===== src/rtl/fsp_pkg.sv =====
// Shared types, codes and character helpers of the fault/stop command parser.
package fsp_pkg;

    localparam int TOKEN_MAX_CHARS_DEF = 8;
    localparam int CFG_DATA_W          = 64;
    localparam int CFG_IDX_W           = 1;
    localparam int TOKEN_LEN_W         = 4;
    localparam int POS_W               = 4;
    localparam int VALUE_MAX           = 255;

    localparam logic [CFG_IDX_W-1:0] CFG_TOKEN_TEXT   = 1'd0;
    localparam logic [CFG_IDX_W-1:0] CFG_TOKEN_LENGTH = 1'd1;

    localparam logic [POS_W-1:0] FAULT_WORD_LEN = 4'd6;
    localparam logic [POS_W-1:0] STOP_WORD_LEN  = 4'd5;

    typedef enum logic [1:0] {
        VERDICT_REJECT = 2'd0,
        VERDICT_FAULT  = 2'd1,
        VERDICT_STOP   = 2'd2
    } t_verdict;

    typedef enum logic [3:0] {
        PH_PREFIX = 4'd0,
        PH_TOKEN  = 4'd1,
        PH_ID     = 4'd2,
        PH_ROW    = 4'd3,
        PH_COL    = 4'd4,
        PH_SEV    = 4'd5,
        PH_TRAIL  = 4'd6
    } t_phase;

    typedef struct packed {
        logic [7:0] text_byte;
        logic       last_byte;
    } t_in_word;

    typedef struct packed {
        t_verdict   verdict;
        logic [3:0] fault_id;
        logic [1:0] fault_row;
        logic [1:0] fault_col;
        logic [7:0] fault_severity;
    } t_out_word;

    typedef struct packed {
        t_phase           phase;
        logic [POS_W-1:0] char_pos;
        logic             line_is_stop;
        logic [7:0]       number_value;
        logic             digit_seen;
        logic [7:0]       held_id;
        logic [7:0]       held_row;
        logic [7:0]       held_col;
        logic [7:0]       held_severity;
        logic             line_failed;
        logic             text_ended;
    } t_parse_state;

    typedef struct packed {
        logic                   usable;
        logic [TOKEN_LEN_W-1:0] eff_len;
    } t_tok_info;

    localparam t_parse_state PARSE_IDLE = '{
        phase: PH_PREFIX, char_pos: '0, line_is_stop: 1'b0, number_value: '0,
        digit_seen: 1'b0, held_id: '0, held_row: '0, held_col: '0,
        held_severity: '0, line_failed: 1'b0, text_ended: 1'b0
    };

    function automatic logic is_space(input logic [7:0] c);
        return c == 8'h0D || c == 8'h0A || c == 8'h20 || c == 8'h09;
    endfunction

    function automatic logic [7:0] prefix_char(input logic is_stop,
                                               input logic [POS_W-1:0] pos);
        logic [7:0] ch;
        ch = 8'h00;
        if (is_stop) begin
            case (pos)
                4'd0:    ch = "S";
                4'd1:    ch = "T";
                4'd2:    ch = "O";
                4'd3:    ch = "P";
                4'd4:    ch = ",";
                default: ch = 8'h00;
            endcase
        end else begin
            case (pos)
                4'd0:    ch = "F";
                4'd1:    ch = "A";
                4'd2:    ch = "U";
                4'd3:    ch = "L";
                4'd4:    ch = "T";
                4'd5:    ch = ",";
                default: ch = 8'h00;
            endcase
        end
        return ch;
    endfunction

    // Ids run row by row over a three by three grid.
    function automatic logic cell_ok(input logic [7:0] id, input logic [7:0] row,
                                     input logic [7:0] col);
        logic ok;
        case (id)
            8'd1:    ok = (row == 8'd1) && (col == 8'd1);
            8'd2:    ok = (row == 8'd1) && (col == 8'd2);
            8'd3:    ok = (row == 8'd1) && (col == 8'd3);
            8'd4:    ok = (row == 8'd2) && (col == 8'd1);
            8'd5:    ok = (row == 8'd2) && (col == 8'd2);
            8'd6:    ok = (row == 8'd2) && (col == 8'd3);
            8'd7:    ok = (row == 8'd3) && (col == 8'd1);
            8'd8:    ok = (row == 8'd3) && (col == 8'd2);
            8'd9:    ok = (row == 8'd3) && (col == 8'd3);
            default: ok = 1'b0;
        endcase
        return ok;
    endfunction

endpackage


===== src/rtl/fsp_parse.sv =====
// Per-byte line parser: holds the parse state and computes its next value.
module fsp_parse #(
    parameter int TOKEN_MAX_CHARS = fsp_pkg::TOKEN_MAX_CHARS_DEF
) (
    input  logic                         i_clk,
    input  logic                         i_rst_n,
    input  logic                         i_adv,
    input  fsp_pkg::t_in_word            i_word,
    input  logic [TOKEN_MAX_CHARS*8-1:0] i_token_text,
    input  fsp_pkg::t_tok_info           i_tok,
    output fsp_pkg::t_parse_state        o_next
);
    import fsp_pkg::*;

    t_parse_state r_state;
    t_parse_state n_state;
    logic [7:0]   c;
    logic [7:0]   tok_ch;
    logic         is_stop;
    logic [POS_W-1:0] wlen;
    logic [POS_W-1:0] pos_inc;
    logic [11:0]  num_sum;

    assign c = i_word.text_byte;

    always_comb begin
        tok_ch = 8'h00;
        for (int i = 0; i < TOKEN_MAX_CHARS; i++) begin
            if (r_state.char_pos == POS_W'(i)) begin
                tok_ch = i_token_text[i*8 +: 8];
            end
        end
    end

    assign pos_inc = r_state.char_pos + 4'd1;
    assign num_sum = {1'b0, r_state.number_value, 3'b000}
                   + {3'b000, r_state.number_value, 1'b0}
                   + {4'd0, c - 8'h30};
    assign is_stop = (r_state.char_pos == '0) ? (c == "S") : r_state.line_is_stop;
    assign wlen    = is_stop ? STOP_WORD_LEN : FAULT_WORD_LEN;

    always_comb begin
        n_state = r_state;
        if (!r_state.text_ended) begin
            if (c == 8'h00) begin
                n_state.text_ended = 1'b1;
            end else if (!r_state.line_failed) begin
                case (r_state.phase)
                    PH_PREFIX: begin
                        n_state.line_is_stop = is_stop;
                        if (r_state.char_pos >= wlen ||
                            c != prefix_char(is_stop, r_state.char_pos)) begin
                            n_state.line_failed = 1'b1;
                        end else if (pos_inc == wlen) begin
                            n_state.phase    = PH_TOKEN;
                            n_state.char_pos = '0;
                        end else begin
                            n_state.char_pos = pos_inc;
                        end
                    end
                    PH_TOKEN: begin
                        if (r_state.char_pos < i_tok.eff_len) begin
                            if (c != tok_ch) n_state.line_failed = 1'b1;
                            else             n_state.char_pos    = pos_inc;
                        end else if (r_state.line_is_stop) begin
                            if (is_space(c)) n_state.phase       = PH_TRAIL;
                            else             n_state.line_failed = 1'b1;
                        end else if (c == ",") begin
                            n_state.phase        = PH_ID;
                            n_state.number_value = '0;
                            n_state.digit_seen   = 1'b0;
                        end else begin
                            n_state.line_failed = 1'b1;
                        end
                    end
                    PH_ID, PH_ROW, PH_COL, PH_SEV: begin
                        if (c >= "0" && c <= "9") begin
                            if (num_sum > 12'(VALUE_MAX)) begin
                                n_state.line_failed = 1'b1;
                            end else begin
                                n_state.number_value = num_sum[7:0];
                                n_state.digit_seen   = 1'b1;
                            end
                        end else if (!r_state.digit_seen) begin
                            n_state.line_failed = 1'b1;
                        end else if (r_state.phase == PH_SEV) begin
                            if (is_space(c)) begin
                                n_state.held_severity = r_state.number_value;
                                n_state.phase         = PH_TRAIL;
                            end else begin
                                n_state.line_failed = 1'b1;
                            end
                        end else if (c != ",") begin
                            n_state.line_failed = 1'b1;
                        end else begin
                            n_state.number_value = '0;
                            n_state.digit_seen   = 1'b0;
                            case (r_state.phase)
                                PH_ID: begin
                                    n_state.held_id = r_state.number_value;
                                    n_state.phase   = PH_ROW;
                                end
                                PH_ROW: begin
                                    n_state.held_row = r_state.number_value;
                                    n_state.phase    = PH_COL;
                                end
                                default: begin
                                    n_state.held_col = r_state.number_value;
                                    n_state.phase    = PH_SEV;
                                end
                            endcase
                        end
                    end
                    PH_TRAIL: begin
                        if (!is_space(c)) n_state.line_failed = 1'b1;
                    end
                    default: begin
                        n_state.line_failed = 1'b1;
                    end
                endcase
            end
        end
    end

    assign o_next = n_state;

    // The state goes back to the start of a line after the word that ends it.
    always_ff @(posedge i_clk) begin
        if (!i_rst_n) begin
            r_state <= PARSE_IDLE;
        end else if (i_adv) begin
            r_state <= i_word.last_byte ? PARSE_IDLE : n_state;
        end
    end

endmodule


===== src/rtl/fsp_judge.sv =====
// Verdict logic: turns the parse state after a line's last byte into a result word.
module fsp_judge (
    input  fsp_pkg::t_parse_state i_state,
    input  fsp_pkg::t_tok_info    i_tok,
    output fsp_pkg::t_out_word    o_word
);
    import fsp_pkg::*;

    logic       sev_open;
    logic [7:0] sev;
    logic       fault_ok;
    logic       stop_ok;

    // A severity still being read at the end of the line counts as complete.
    assign sev_open = (i_state.phase == PH_SEV) && i_state.digit_seen;
    assign sev      = sev_open ? i_state.number_value : i_state.held_severity;

    assign stop_ok = (i_state.phase == PH_TRAIL) ||
                     (i_state.phase == PH_TOKEN && i_state.char_pos == i_tok.eff_len);

    assign fault_ok = (sev_open || i_state.phase == PH_TRAIL) &&
                      cell_ok(i_state.held_id, i_state.held_row, i_state.held_col) &&
                      (sev != 8'd0);

    always_comb begin
        o_word = '{verdict: VERDICT_REJECT, default: '0};
        if (!i_state.line_failed && i_tok.usable) begin
            if (i_state.line_is_stop) begin
                if (stop_ok) o_word.verdict = VERDICT_STOP;
            end else if (fault_ok) begin
                o_word.verdict        = VERDICT_FAULT;
                o_word.fault_id       = i_state.held_id[3:0];
                o_word.fault_row      = i_state.held_row[1:0];
                o_word.fault_col      = i_state.held_col[1:0];
                o_word.fault_severity = sev;
            end
        end
    end

endmodule


===== src/rtl/fsp_out_reg.sv =====
// Result register toward the output channel.
module fsp_out_reg (
    input  logic               i_clk,
    input  logic               i_rst_n,
    input  logic               i_load,
    input  fsp_pkg::t_out_word i_word,
    input  logic               i_stall,
    output logic               o_free,
    output logic               o_valid,
    output fsp_pkg::t_out_word o_word
);
    import fsp_pkg::*;

    logic      r_valid;
    t_out_word r_word;

    assign o_free  = !r_valid || !i_stall;
    assign o_valid = r_valid;
    assign o_word  = r_word;

    always_ff @(posedge i_clk) begin
        if (!i_rst_n) begin
            r_valid <= 1'b0;
        end else if (o_free) begin
            r_valid <= i_load;
        end
    end

    always_ff @(posedge i_clk) begin
        if (o_free && i_load) begin
            r_word <= i_word;
        end
    end

endmodule


===== src/rtl/fault_stop_command_parser_top.sv =====
// Top level of the fault/stop command parser: input register, parser, verdict and result register.
//
// The block reads a command line one character per word and takes a new word in every cycle
// while o_in_stall is low. A word passes an input register and then updates the parse state;
// the word that ends a line also loads the verdict into the result register, which drives the
// output. Only a last-byte word waiting on a full, stalled result register holds the input
// side; the result register is freed in the same cycle in which the output takes its word.
// The user must write the token registers over the configuration port only while no line is
// in flight; the block does not enforce this. o_cfg_ready is always high.
module fault_stop_command_parser_top #(
    parameter int TOKEN_MAX_CHARS = fsp_pkg::TOKEN_MAX_CHARS_DEF
) (
    input  logic                               i_clk,
    input  logic                               i_rst_n,
    input  logic                               i_in_valid,
    input  fsp_pkg::t_in_word                  i_in_word,
    output logic                               o_in_stall,
    output logic                               o_out_valid,
    output fsp_pkg::t_out_word                 o_out_word,
    input  logic                               i_out_stall,
    input  logic                               i_cfg_valid,
    output logic                               o_cfg_ready,
    input  logic [fsp_pkg::CFG_IDX_W-1:0]      i_cfg_index,
    input  logic [fsp_pkg::CFG_DATA_W-1:0]     i_cfg_data
);
    import fsp_pkg::*;

    logic [TOKEN_MAX_CHARS*8-1:0] r_token_text;
    logic [TOKEN_LEN_W-1:0]       r_token_len;
    logic                         r_in_valid;
    t_in_word                     r_in_word;
    t_tok_info                    tok;
    t_parse_state                 next_state;
    t_out_word                    verdict_word;
    logic                         out_free;
    logic                         adv;
    logic                         in_accept;
    logic                         chars_ok;

    assign o_cfg_ready = 1'b1;

    always_ff @(posedge i_clk) begin
        if (!i_rst_n) begin
            r_token_text <= '0;
            r_token_len  <= '0;
        end else if (i_cfg_valid) begin
            case (i_cfg_index)
                CFG_TOKEN_TEXT:   r_token_text <= i_cfg_data[TOKEN_MAX_CHARS*8-1:0];
                CFG_TOKEN_LENGTH: r_token_len  <= i_cfg_data[TOKEN_LEN_W-1:0];
                default:          ;
            endcase
        end
    end

    // A token character that is zero, a comma or white space makes the token unusable.
    always_comb begin
        chars_ok = 1'b1;
        for (int i = 0; i < TOKEN_MAX_CHARS; i++) begin
            if (TOKEN_LEN_W'(i) < r_token_len) begin
                if (r_token_text[i*8 +: 8] == 8'h00 || r_token_text[i*8 +: 8] == "," ||
                    is_space(r_token_text[i*8 +: 8])) begin
                    chars_ok = 1'b0;
                end
            end
        end
    end

    assign tok = '{
        usable:  chars_ok && (r_token_len != '0) &&
                 (r_token_len <= TOKEN_LEN_W'(TOKEN_MAX_CHARS)),
        eff_len: (r_token_len > TOKEN_LEN_W'(TOKEN_MAX_CHARS)) ?
                 TOKEN_LEN_W'(TOKEN_MAX_CHARS) : r_token_len
    };

    assign adv        = r_in_valid && (!r_in_word.last_byte || out_free);
    assign o_in_stall = r_in_valid && !adv;
    assign in_accept  = i_in_valid && !o_in_stall;

    always_ff @(posedge i_clk) begin
        if (!i_rst_n) begin
            r_in_valid <= 1'b0;
        end else if (in_accept || adv) begin
            r_in_valid <= in_accept;
        end
    end

    always_ff @(posedge i_clk) begin
        if (in_accept) begin
            r_in_word <= i_in_word;
        end
    end

    fsp_parse #(
        .TOKEN_MAX_CHARS (TOKEN_MAX_CHARS)
    ) u_parse (
        .i_clk        (i_clk),
        .i_rst_n      (i_rst_n),
        .i_adv        (adv),
        .i_word       (r_in_word),
        .i_token_text (r_token_text),
        .i_tok        (tok),
        .o_next       (next_state)
    );

    fsp_judge u_judge (
        .i_state (next_state),
        .i_tok   (tok),
        .o_word  (verdict_word)
    );

    fsp_out_reg u_out (
        .i_clk   (i_clk),
        .i_rst_n (i_rst_n),
        .i_load  (adv && r_in_word.last_byte),
        .i_word  (verdict_word),
        .i_stall (i_out_stall),
        .o_free  (out_free),
        .o_valid (o_out_valid),
        .o_word  (o_out_word)
    );

endmodule


===== config.mk =====
export PLATFORM = sky130hd
export DESIGN_NAME = fault_stop_command_parser_top
export DESIGN_NICKNAME = d
export VERILOG_FILES = /design/src/rtl/fsp_pkg.sv /design/src/rtl/fsp_parse.sv /design/src/rtl/fsp_judge.sv /design/src/rtl/fsp_out_reg.sv /design/src/rtl/fault_stop_command_parser_top.sv
export SDC_FILE = /design/constraint.sdc
export NUM_CORES = 1
export LEC_CHECK = 0
export BUFFER_PORTS_ARGS = -buffer_cell sky130_fd_sc_hd__buf_2
export CAP_MARGIN = 20
export CORE_AREA = 2 2 152 154
export CTS_BUF_LIST = sky130_fd_sc_hd__clkbuf_16
export DETAILED_ROUTE_END_ITERATION = 12
export DIE_AREA = 0 0 154 156
export GPL_ROUTABILITY_DRIVEN = 0
export PLACE_DENSITY = 0.69
export SYNTH_ARGS = -nofsm -noshare
export SYNTH_HDL_FRONTEND = slang
export SYNTH_SLANG_ARGS = --single-unit

===== constraint.sdc =====
create_clock -name i_clk -period 4.7 [get_ports i_clk]
set_input_delay 0.705 -clock i_clk [delete_from_list [all_inputs] [get_ports i_clk]]
set_output_delay 0.705 -clock i_clk [all_outputs]
set_load 0.02 [all_outputs]

# [After elaboration in Yosys (flattened, before gate mapping)]
# Index checks and enable logic that the tools add are counted.
[op_classes] add_sub_neg=4 magnitude_cmp=15 n_eq_ne=82 muxes=89 bitwise_logic=3 reduce_logical=95
[op_table] op="== test 8 x 4 -> 1 bit, second input constant" count=29
[op_table] op="two-way mux 8 bit" count=20
[op_table] op="== test 8 x 6 -> 1 bit, second input constant" count=18
[op_table] op="two-way mux 52 bit" count=2
[op_table] op="two-way mux 51 bit" count=2
[op_table] op="logical NOT 8 bit" count=9
[op_table] op="two-way mux 33 bit" count=2
[op_table] op="two-way mux 32 bit" count=2
[op_table] op="two-way mux 4 bit" count=13
[op_table] op="logical OR 1 bit" count=49
[op_table] op="== test 8 x 2 -> 1 bit, second input constant" count=6
[op_table] op="two-way mux 9 bit" count=5
[op_table] op="one-hot mux 7 bit (6 select lines)" count=1
[op_table] op="two-way mux 41 bit" count=1
[op_table] op="== test 4 x 3 -> 1 bit, second input constant" count=9
[op_table] op="one-hot mux 7 bit (5 select lines)" count=1
[op_table] op="== test 8 x 3 -> 1 bit, second input constant" count=4
[op_table] op="two-way mux 1 bit" count=30
[op_table] op="== test 8 x 1 -> 1 bit, second input constant" count=3
[op_table] op="logical AND 1 bit" count=22
[op_table] op="one-hot mux 9 bit (2 select lines)" count=1
[op_table] op="two-way mux 17 bit" count=1
[op_table] op="== test 4 x 2 -> 1 bit, second input constant" count=4
[op_table] op="< comparator 3 x 4 -> 1 bit, first input constant" count=4
[op_table] op="other kinds (33)" count=50
[word_totals] reg_bits=149 output_inout_bits=21 elab_cells=310

# [Longest topological paths before layout]
# Gate-level depths: netlist (run 1).
[logic_depth] ltp_word=26 mapped_depth=20 depth_no_buf=17

# [Modules after synthesis]
# Synthesis (run 1) repeated with hierarchy kept, for this count alone.
[hier_totals] hier_cells=1207 hier_area_um2=9937.0
[modules_own_cells] module="fsp_parse" n_inst=1 cells_per_inst=687 area_each_um2=5266.3
[modules_own_cells] module="fault_stop_command_parser_top" n_inst=1 cells_per_inst=397 area_each_um2=3368.2
[modules_own_cells] module="fsp_judge" n_inst=1 cells_per_inst=100 area_each_um2=720.7
[modules_own_cells] module="fsp_out_reg" n_inst=1 cells_per_inst=23 area_each_um2=581.8

# [Worst setup path after synthesis (run 1)]
# No wires, ideal clock.
[synth_timing] kind="register -> register" from="register u_parse.r_state[44] in the netlist's numbering" to="register u_out.r_word (netlist bit u_out.o_word[16]) (data pin)" arrival_ns=4.270 t_required_ns=4.432 path_slack_ns=0.162 stages_incl_launch_ff=20 cell_sequence="dfxtp_1 > clkbuf_1 > inv_1 > ha_1 > buf_2 > and4bb_1 > or3b_4 > nand2_1 > ha_1 > nand2b_1 > maj3_1 > nand2_1 > nand4_1 > nor4b_2 > nand2_1 > o311a_1 > nor3b_2 > buf_6 > mux2i_4 > nor2_1"
[synth_between] elab_chain_len=21 elab_cells_between_ends=58
[synth_lines] item="from (decl)" line="fsp_parse.sv:15" source="t_parse_state r_state;"
[synth_lines] item="from (signal assigned)" line="fsp_parse.sv:132" source="r_state <= i_word.last_byte ? PARSE_IDLE : n_state;"
[synth_lines] item="== test 4 x 3 -> 1 bit (tied with other cells)" line="fsp_pkg.sv:89, fsp_parse.sv:29"
[synth_lines] item="one-hot mux 7 bit (6 select lines) (tied with other cells)" line="fsp_pkg.sv:89" source="case (pos)"
[synth_lines] item="two-way mux 8 bit" line="fsp_pkg.sv:79" source="if (is_stop) begin"
[synth_lines] item="two-way mux 8 bit" line="fsp_parse.sv:48" source="case (r_state.phase)"
[synth_lines] item="two-way mux 8 bit" line="fsp_parse.sv:47" source="end else if (!r_state.line_failed) begin"
[synth_lines] item="two-way mux 8 bit" line="fsp_parse.sv:45" source="if (c == 8'h00) begin"
[synth_lines] item="two-way mux 8 bit" line="fsp_parse.sv:44" source="if (!r_state.text_ended) begin"
[synth_lines] item="inequality test 8 bit" line="fsp_parse.sv:52" source="c != prefix_char(is_stop, r_state.char_pos)) begin"
[synth_lines] item="(+5 left out)"
[synth_lines] item="two-way mux 52 bit (*)" line="fsp_parse.sv:44"
[synth_lines] item="== test 4 x 3 -> 1 bit" line="fsp_judge.sv:15" source="assign sev_open = (i_state.phase == PH_SEV) && i_state.digit_seen;"
[synth_lines] item="logical AND 1 bit" line="fsp_judge.sv:15"
[synth_lines] item="two-way mux 8 bit or logical OR 1 bit (tied branches)" line="fsp_judge.sv:16, fsp_judge.sv:21"
[synth_lines] item="nonzero test 8 bit or logical AND 1 bit (tied branches)" line="fsp_judge.sv:23, fsp_judge.sv:21"
[synth_lines] item="logical AND 1 bit" line="fsp_judge.sv:22" source="cell_ok(i_state.held_id, i_state.held_row, i_state.held_col) &&"
[synth_lines] item="two-way mux 17 bit" line="fsp_judge.sv:30" source="end else if (fault_ok) begin"
[synth_lines] item="two-way mux 2 bit" line="fsp_judge.sv:28" source="if (i_state.line_is_stop) begin"
[synth_lines] item="to (signal assigned)" line="fsp_out_reg.sv:31" source="r_word <= i_word;"
[synth_lines] item="to (decl)" line="fsp_out_reg.sv:15" source="t_out_word r_word;"
# Every way passes the cells marked *; elsewhere a longest branch is shown, timed or not. The select of a mux whose other input is x is not followed.
# A chain may end at the register's enable or synchronous reset.

# [Final worst setup path (run 1)]
[layout_timing] from="register u_parse.r_state[45] in the netlist's numbering" to="register u_out.r_word (netlist bit u_out.o_word[0]) (data pin)"
[layout_between] elab_chain_len=21 elab_cells_between_ends=59
[layout_lines] item="== test 4 x 3 -> 1 bit (tied with other cells)" line="fsp_pkg.sv:89, fsp_parse.sv:29"
[layout_lines] item="one-hot mux 7 bit (6 select lines) (tied with other cells)" line="fsp_pkg.sv:89"
[layout_lines] item="two-way mux 8 bit" line="fsp_pkg.sv:79"
[layout_lines] item="two-way mux 8 bit" line="fsp_parse.sv:48"
[layout_lines] item="two-way mux 8 bit" line="fsp_parse.sv:47"
[layout_lines] item="two-way mux 8 bit" line="fsp_parse.sv:45"
[layout_lines] item="two-way mux 8 bit" line="fsp_parse.sv:44"
[layout_lines] item="inequality test 8 bit" line="fsp_parse.sv:52"
[layout_lines] item="(+5 left out)"
[layout_lines] item="two-way mux 52 bit (*)" line="fsp_parse.sv:44"
[layout_lines] item="== test 4 x 3 -> 1 bit" line="fsp_judge.sv:15"
[layout_lines] item="logical AND 1 bit" line="fsp_judge.sv:15"
[layout_lines] item="two-way mux 8 bit or logical OR 1 bit (tied branches)" line="fsp_judge.sv:16, fsp_judge.sv:21"
[layout_lines] item="nonzero test 8 bit or logical AND 1 bit (tied branches)" line="fsp_judge.sv:23, fsp_judge.sv:21"
[layout_lines] item="logical AND 1 bit" line="fsp_judge.sv:22"
[layout_lines] item="NOT 1 bit (no line)"
[layout_lines] item="OR reduction 3 bit (no line)"
# Marked as above.

==> results of run 1 <==
## worst max-delay path, stage by stage, from the launching register on
cell and delay (ps):
dfxtp_1 310, inv_1 100, ha_1 280, and4bb_1 250
or3b_4 420, nand2_1 140, ha_1 260, nand2b_1 150
maj3_1 360, nand2_1 70, nand4_1 140, nor4b_4 330
nand2_1 130, o311a_4 430, nor3b_4 280, buf_4 250
mux2i_1 220, nor2_1 60
## cell usage after synthesis, drive strengths merged, types with 6 or more instances
cell type,count
and3,9
a22o,8
inv,43
buf,33
or4,6
nor2b,61
ha,23
o21a,8
a21boi,70
o211ai,7
nand3,27
fa,6
nand2,209
or3,7
clkbuf,53
and2,12
edfxtp,27
mux2,8
nand3b,8
o22ai,13
o21ai,67
nor4,18
a221oi,6
or2,8
nor3b,6
a22oi,43
nor4b,6
a211oi,12
dfxtp,122
a31oi,7
a21oi,50
nor2,79
xnor2,10
nand2b,21
nor3,40
mux2i,23
xor2,6
nand4,9
## metrics by stage
step	setup WS [ps]	total power, mW	area [µm²]	instances	utilization (%)
finish	267	3.16	11500	1634	51.3
global route	30.7	3.26	11500	1634	51.3
CTS	114	3.16	11400	1632	51.1
detailed placement	134	1.68	10800	1600	48.3
global placement	242	1.67	10800	1600	48.3
floorplan	162	1.57	9940	1252	-
## worst paths after layout
check,start,endpoint,slack (ps),cells past startpoint
worst max-delay path,u_parse.r_state[45]$_SDFFE_PN0P_,u_out.o_word[0]$_SDFFCE_PP0P_,270,17
worst max register to register,u_parse.r_state[45]$_SDFFE_PN0P_,u_out.o_word[0]$_SDFFCE_PP0P_,270,17
worst min-delay path,i_in_word[0],r_in_word[0]$_DFFE_PP_,440,1
worst min register to register,r_token_text[52]$_SDFFE_PN0P_,r_token_text[52]$_SDFFE_PN0P_,490,2
## what timing repair did
action / CTS / global route
setup buffers: 0 / 1
gates resized for setup: 0 / 5
setup endpoints to repair: 0 / 18
## power by group through the flow
| stage | clock network [mW] | registers [mW] | logic [mW] |
|---|---|---|---|
| final | 1.50 | 1.37 | 0.283 |
| after global routing | 1.57 | 1.38 | 0.313 |
| after CTS | 1.51 | 1.37 | 0.281 |
| after detailed placement | 0 | 1.40 | 0.278 |
| after global placement | 0 | 1.40 | 0.275 |
| after floorplan | 0 | 1.39 | 0.182 |
## sequential cells by signal (all words and copies together) (netlist names)
register,count
u_out.o_valid,1
r_in_valid,1
r_token_len,4
u_out.o_word,18
r_token_text,64
r_in_word,9
u_parse.r_state,52
## routing by layer
layer  routed length, µm  global-route usage, %  up-vias
li1                    -                      -     4675
met1               12800                   31.3     4468
met2               13800                   41.1      417
met5                   0                      0        -
met3                2030                   4.19       72
met4                 994                   10.2        0
## kinds of logic (layout without fill, tap and decap cells)
logic type	after synthesis	count (layout)	share of synthesized area [%]
simple gates	540	540	27.6
buf+inv	132	229	5.75
fa+ha+maj	30	30	4.20
other cells	1	1	0.0377
mux	31	31	3.35
flops	149	149	32.7
xor+xnor	16	16	1.41
compound gates	353	353	24.9
## area by class of cell
type,count,area (µm²),share of cell area (%)
repair buffers,151,898,7.82
multi-input cells,971,6170,53.7
flip-flops and latches,149,3250,28.3
clock buffers,17,425,3.71
well taps,285,357,3.11
inverters,46,173,1.50
clock inverters,15,209,1.82
==> flow_summary_export.csv, run 1 <==
group,metric,value,unit
power_and_ir_drop,power_density,275,nW/µm²
synth,synthTopCellsByArea,"dfxtp_1, edfxtp_1, nand2_1, a21boi_0, nor2b_1",
worst_setup_path,arrival,4620,ps
worst_setup_path,path_class,"flop to flop",
drt,vias_per_cell,5.89,
placed_design,hpwl,22000,µm
grt,grt_pass1_wl,47300,µm
synth,synth_edf_count,27,
power_and_ir_drop,p_sw,0.846,mW
worst_setup_path,cp-end-kind,"flop",
outcome,status,"completed",
sta,tightest_slew,1170,ps
cts,clkSinkCount,149,
sta,clock.fmax,226,MHz
cts,clk_latency,440,ps
synth,synth_top_area_cell,"dfxtp_1",
floorplan,rows,55,
worst_setup_path,crit_required,4890,ps
sta,rsz0062_at_grt,"no",
finish,nNetsFinal,1444,
sta,fin_crit,4430,ps
sta,slew_headroom,21.4,%
drt,drc,0,
grt,antenna_found_initial,0,
floorplan,coreArea,22400,µm²
floorplan,pin_count,100,
cts,cts-htree-levels,4,
placed_design,port_buffers,98,
synth,synth_top_area_share,24.6,%
floorplan,die_x,154,µm
synth,synthFlopType,"dfxtp_1",
grt,grt_usage,24.5,%
drt,first_pass_iters,7,
sta,fin_crit_sh,94.3,%
drt,ant_nets,0,
finish,layout_common_cells,"nand2_1, dfxtp_1, buf_2",
cts,clk_pin_slew_worst_paths,70,ps
drt,drt_iter0_markers,742,
cts,clock_path_buffers,2,
power_and_ir_drop,p_comb_share,9.0,%
floorplan,initial_utilization,44.5,%
finish,syn_to_final_growth,15.5,%
synth,syn_area,9940,µm²
power_and_ir_drop,p_sw_share,26.8,%
power_and_ir_drop,clockPowerShare,47.6,%
grt,overflow,0,
drt,drt-total-wl,29600,µm
synth,synth.distinct_cells,96,
finish,antenna_cells,0,
power_and_ir_drop,p_leak,4.26,nW
run,maxCapViolCount,0,
sta,fin_tns_setup,0,ps
synth,yosysWarnings,0,
cts,cts_tree,"built",
finish,drive_gt1_share,17.1,%
floorplan,fp.dieH,156,µm
drt,vias,9632,
cts,clockRootBuffer,"clkbuf_16",
sta,slew_viol_final,0,
worst_setup_path,critPathMaxFanout,9,
power_and_ir_drop,p_int,2.31,mW
sta,hold_violations,0,
synth,synth-seq-cells,149,
drt,wl_per_cell,18.1,µm
worst_setup_path,worstSetupStartpointType,"flop",
synth,syn_avg_cell_area,7.94,µm²
power_and_ir_drop,seqPwrFrac,43.5,%
finish,final_common_cell,"nand2_1",
worst_hold_path,hold_path.class,"input port to flop",
synth,seq_area_frac_synth,32.7,%
cts,ctsHoldBuffers,0,
floorplan,design.die.area,24000,µm²
sta,fin_skew,10.9,ps
grt,grt_pass1_vias,9046,
synth,synthArstFlopShare,0,%
cts,cts_buffers,17,
synth,synth_nets,1360,
sta,setup_viol,0,
grt,grt_max_degree,65,
synth,syn_inst,1252,
finish,n_fill_cell,2152,
sta,whs,443,ps
power_and_ir_drop,ir_worst_vdd,0.218,mV
Note: power is estimated with default switching activity, not from simulation.
==> run 2: changes to the inputs <==
- CELL_PAD_IN_SITES_DETAIL_PLACEMENT: unset -> 0
- CELL_PAD_IN_SITES_GLOBAL_PLACEMENT: unset -> 1
- CORE_AREA: 2 2 152 154 -> 2 2 159 161
- DIE_AREA: 0 0 154 156 -> 0 0 161 163
- PLACE_DENSITY: 0.69 -> 0.81
==> run 2 against run 1 <==
Cell count is 2.4% higher; routed wire length up 1.7%; power decreased by 4.0%; first-iteration DRC count rose by 35%; utilization down 4.9 points; global-route usage decreased by 1.5 points; via count is 1.2% lower; clock power decreased by 9%; sequential share of layout area rose by 0.080 points; clock-buffer cell count stayed put; largest power group is now sequential cells.
==> flow_summary_export.csv, run 2 (same netlist as run 1, synthesis figures left out) <==
group,metric,value,unit
grt,antenna_found_initial,0,
worst_setup_path,critPathMaxFanout,10,
power_and_ir_drop,p_leak,4.20,nW
finish,nNetsFinal,1438,
sta,clock.fmax,224,MHz
run,maxCapViolCount,0,
grt,overflow,0,
sta,tightest_slew,1070,ps
floorplan,rows,58,
cts,clock_path_buffers,2,
cts,cts-htree-levels,4,
cts,clockRootBuffer,"clkbuf_16",
finish,largest_register_ff_count,64,
cts,clkSinkCount,149,
cts,cts_tree,"built",
worst_setup_path,arrival,4640,ps
grt,grt_pass1_wl,48300,µm
worst_setup_path,path_class,"flop to flop",
drt,drt_iter0_markers,999,
finish,layout_common_cells,"nand2_1, dfxtp_1, buf_2",
floorplan,coreArea,24700,µm²
sta,slew_headroom,28.4,%
finish,drive_gt1_share,16.7,%
sta,fin_skew,15.4,ps
worst_hold_path,hold_path.class,"input port to flop",
power_and_ir_drop,ir_worst_vdd,0.177,mV
drt,drt-total-wl,30100,µm
sta,setup_viol,0,
drt,ant_nets,0,
sta,fin_tns_setup,0,ps
finish,antenna_cells,0,
sta,hold_violations,0,
outcome,status,"completed",
floorplan,fp.dieH,163,µm
grt,grt_usage,23.0,%
finish,syn_to_final_growth,15.2,%
worst_setup_path,worstSetupStartpointType,"flop",
placed_design,port_buffers,98,
sta,fin_crit,4470,ps
cts,cts_buffers,17,
finish,final_common_cell,"nand2_1",
drt,vias,9519,
floorplan,pin_count,100,
grt,grt_max_degree,61,
worst_setup_path,crit_required,4870,ps
sta,fin_crit_sh,95.1,%
floorplan,design.die.area,26200,µm²
drt,drc,0,
power_and_ir_drop,power_density,265,nW/µm²
worst_setup_path,cp-end-kind,"flop",
sta,whs,446,ps
floorplan,die_x,161,µm
drt,vias_per_cell,5.69,
floorplan,initial_utilization,40.3,%
drt,first_pass_iters,8,
cts,clk_latency,440,ps
cts,clk_pin_slew_worst_paths,70,ps
drt,wl_per_cell,18.0,µm
sta,slew_viol_final,0,
grt,grt_pass1_vias,9055,
finish,regMostFlops,"r_token_text",
placed_design,hpwl,22500,µm
==> run 2: per-layer routing <==
metal,GRT usage (%),routed length [µm]
met5,0,0
met4,9.66,1060
met3,3.46,1600
met2,37.9,14000
met1,30.2,13500
==> run 2: area by class of cell <==
class | count | area, µm²
fillers | 2549 | 13200
multi-input cells | 971 | 6170
flip-flops and latches | 149 | 3250
repair buffers | 145 | 857
clock buffers | 17 | 425
well taps | 330 | 413
inverters | 46 | 173
clock inverters | 15 | 161
==> run 2: path summary, 6_finish.rpt <==
check / startpoint / end / slack, ps / depth (start not counted)
max: u_parse.r_state[45]$_SDFFE_PN0P_ / u_out.o_word[17]$_SDFFCE_PN0P_ / 230 / 13
min: i_in_word[0] / r_in_word[0]$_DFFE_PP_ / 450 / 1
max reg2reg: u_parse.r_state[45]$_SDFFE_PN0P_ / u_out.o_word[17]$_SDFFCE_PN0P_ / 230 / 13
min reg2reg: r_token_text[52]$_SDFFE_PN0P_ / r_token_text[52]$_SDFFE_PN0P_ / 480 / 2
==> run 2: repair_timing <==
item                                    4_1_cts  5_1_grt
buffers inserted                              0        1
gates resized for setup                       0        4
endpoints found under the setup margin        0       18
hold buffers                                  0        0
==> run 2: report_power, final <==
group | internal (mW) | switching [mW] | total, mW
registers | 1.33 | 0.0433 | 1.37
clock network | 0.712 | 0.661 | 1.37
logic | 0.117 | 0.166 | 0.283
==> run 2: worst max-delay path, stage by stage, from the launching register on <==
cell and delay (ps):
dfxtp_1 330, buf_4 160, ha_1 420, clkinv_1 420, and3_1 310, a211oi_1 470
nor3_1 130, nor4b_2 340, nand4_2 300, o31a_1 450, nor3b_1 380, nor4_1 100
nor3_1 290, o21ai_1 110
==> run 2: per-stage QoR <==
step                      total power, mW  setup slack, ps  util [%]  instance area, µm²  std cells
after global routing                 3.15            -3.69      46.4               11400       1673
after global placement               1.68              232      43.8               10800       1639
after floorplan                      1.57              162         -                9940       1252
final                                3.03              232      46.4               11400       1673
after detailed placement             1.68             87.6      43.8               10800       1639
after CTS                            3.06             58.4      46.2               11400       1671
==> run 3: changes to the inputs <==
- MAX_ROUTING_LAYER: unset -> met4
==> run 3 against run 2 <==
Utilization unchanged; power about the same; setup slack worse by 0.53 ps; critical path type unchanged; largest cell class unchanged; largest power group unchanged.
==> flow_summary_export.csv, run 3 (same netlist as run 1, synthesis figures left out) <==
group,metric,value,unit
finish,finish.utilization,46.4,%
worst_setup_path,critPathSlowestCell,"a211oi_1",
cts,clockRootBuffer,"clkbuf_16",
floorplan,coreArea,24700,µm²
power_and_ir_drop,p_sw_share,28.7,%
floorplan,rows,58,
finish,nNetsFinal,1438,
sta,fin_tns_setup,0,ps
drt,wl_per_cell,18.0,µm
run,maxCapViolCount,0,
finish,syn_to_final_growth,15.2,%
sta,clock.fmax,224,MHz
grt,grt_pass1_wl,48200,µm
drt,route.met3.wl,1540,µm
floorplan,design.die.area,26200,µm²
worst_setup_path,critPathMostFrequentCell,"nor3_1",
cts,cts-htree-levels,4,
drt,ant_nets,0,
floorplan,die_x,161,µm
floorplan,pin_count,100,
worst_setup_path,arrival,4640,ps
sta,setup_viol,0,
power_and_ir_drop,p_int,2.16,mW
worst_setup_path,crit_required,4870,ps
drt,vias,9491,
finish,final_common_cell,"nand2_1",
cts,clock_path_buffers,2,
cts,clk_pin_slew_worst_paths,70,ps
floorplan,initial_utilization,40.3,%
floorplan,fp.dieH,163,µm
sta,fin_crit_sh,95.1,%
power_and_ir_drop,ir_worst_vdd,0.178,mV
sta,tightest_slew,1130,ps
placed_design,place_worst_setup_slack,87.6,ps
cts,cts_buffers,17,
power_and_ir_drop,p_comb_share,9.4,%
outcome,status,"completed",
worst_setup_path,path_class,"flop to flop",
placed_design,port_buffers,98,
cts,clkSinkCount,149,
worst_setup_path,critPathMaxFanout,10,
drt,wl_met1,13400,µm
grt,antenna_found_initial,0,
finish,n_fill_cell,2549,
power_and_ir_drop,seqPwrFrac,45.3,%
grt,grt_usage,23.7,%
worst_setup_path,cp_top_family,"simple AND/OR/NAND/NOR gates",
drt,wl_met2,14100,µm
power_and_ir_drop,power_density,265,nW/µm²
grt,overflow,0,
sta,hold_violations,0,
worst_setup_path,cpPeakStageDelay,450,ps
drt,drt_iter0_markers,879,
power_and_ir_drop,finalPower,3.03,mW
sta,slew_headroom,24.7,%
worst_setup_path,crit_buf_inv,2,
power_and_ir_drop,p_sw,0.871,mW
finish,largest_register_ff_count,64,
finish,regMostFlops,"r_token_text",
power_and_ir_drop,p_leak,4.20,nW
sta,fin_crit,4470,ps
power_and_ir_drop,clockPowerShare,45.3,%
drt,drt-total-wl,30100,µm
grt,grt_pass1_vias,9072,
drt,top_layer_used,"met4",
worst_setup_path,crit_chain,"buf_4 -> ha_1 -> clkinv_1 -> and3_1 -> a211oi_1 -> nor3_1 -> nor4b_2 -> nand4_2 -> o31a_1 -> nor3b_1 -> nor4_1 -> nor3_1 -> o21ai_1",
sta,fin_skew,15.1,ps
sta,slew_viol_final,0,
worst_setup_path,worstSetupStartpointType,"flop",
finish,antenna_cells,0,
worst_setup_path,cp-end-kind,"flop",
sta,setup_ws,231,ps
finish,layout_common_cells,"nand2_1, dfxtp_1, buf_2",
drt,vias_per_cell,5.67,
cts,cts_tree,"built",
grt,grt_max_degree,61,
placed_design,hpwl,22500,µm
finish,drive_gt1_share,16.7,%
drt,drc,0,
worst_hold_path,hold_path.class,"input port to flop",
cts,clk_latency,440,ps
drt,first_pass_iters,5,
[run 3: cell counts in the layout (fill, tap and decap cells not counted)]
No cell type changed its count.
[run 3: layer usage]
metal	track usage, %	vias to the layer above
li1	-	4667
met1	30.0	4407
met2	38.1	350
met3	3.36	67
met4	9.90	0
met5	-	-
[run 3: path summary, 6_finish.rpt]
| check | start | to | slack (ps) | cells after the start |
|---|---|---|---|---|
| hold / removal | i_in_word[0] | r_in_word[0]$_DFFE_PP_ | 440 | 1 |
| hold reg to reg | r_token_text[52]$_SDFFE_PN0P_ | r_token_text[52]$_SDFFE_PN0P_ | 480 | 2 |
| setup / recovery | u_parse.r_state[45]$_SDFFE_PN0P_ | u_out.o_word[17]$_SDFFCE_PN0P_ | 230 | 13 |
| setup reg to reg | u_parse.r_state[45]$_SDFFE_PN0P_ | u_out.o_word[17]$_SDFFCE_PN0P_ | 230 | 13 |
[run 3: metrics by stage]
step,cell area [µm²],hold slack [ps],cells
after floorplan,9940,452,1252
after global placement,10800,469,1639
after detailed placement,10800,469,1639
after CTS,11400,428,1671
after global routing,11400,437,1673
final,11400,443,1673
[run 3: layout make-up]
type	count	area (µm²)	share of cell area, %
flip-flops and latches	149	3250	28.4
well taps	330	413	3.61
multi-input cells	971	6170	53.9
clock buffers	17	425	3.72
clock inverters	15	161	1.41
inverters	46	173	1.51
repair buffers	145	857	7.49
[run 3: power by group through the flow]
stage               clock [mW]  sequential, mW  combinational, mW
finish                    1.37            1.37              0.284
global route              1.46            1.38              0.315
CTS                       1.40            1.37              0.282
detailed placement           0            1.40              0.279
global placement             0            1.40              0.278
floorplan                    0            1.39              0.182
[run 3: repair_timing]
| action | 4_1_cts | 5_1_grt |
|---|---|---|
| setup buffers | 0 | 1 |
| resized for setup | 0 | 4 |
| hold buffers | 0 | 0 |
| setup endpoints to repair | 0 | 18 |
| endpoints found under the hold margin | 0 | 0 |
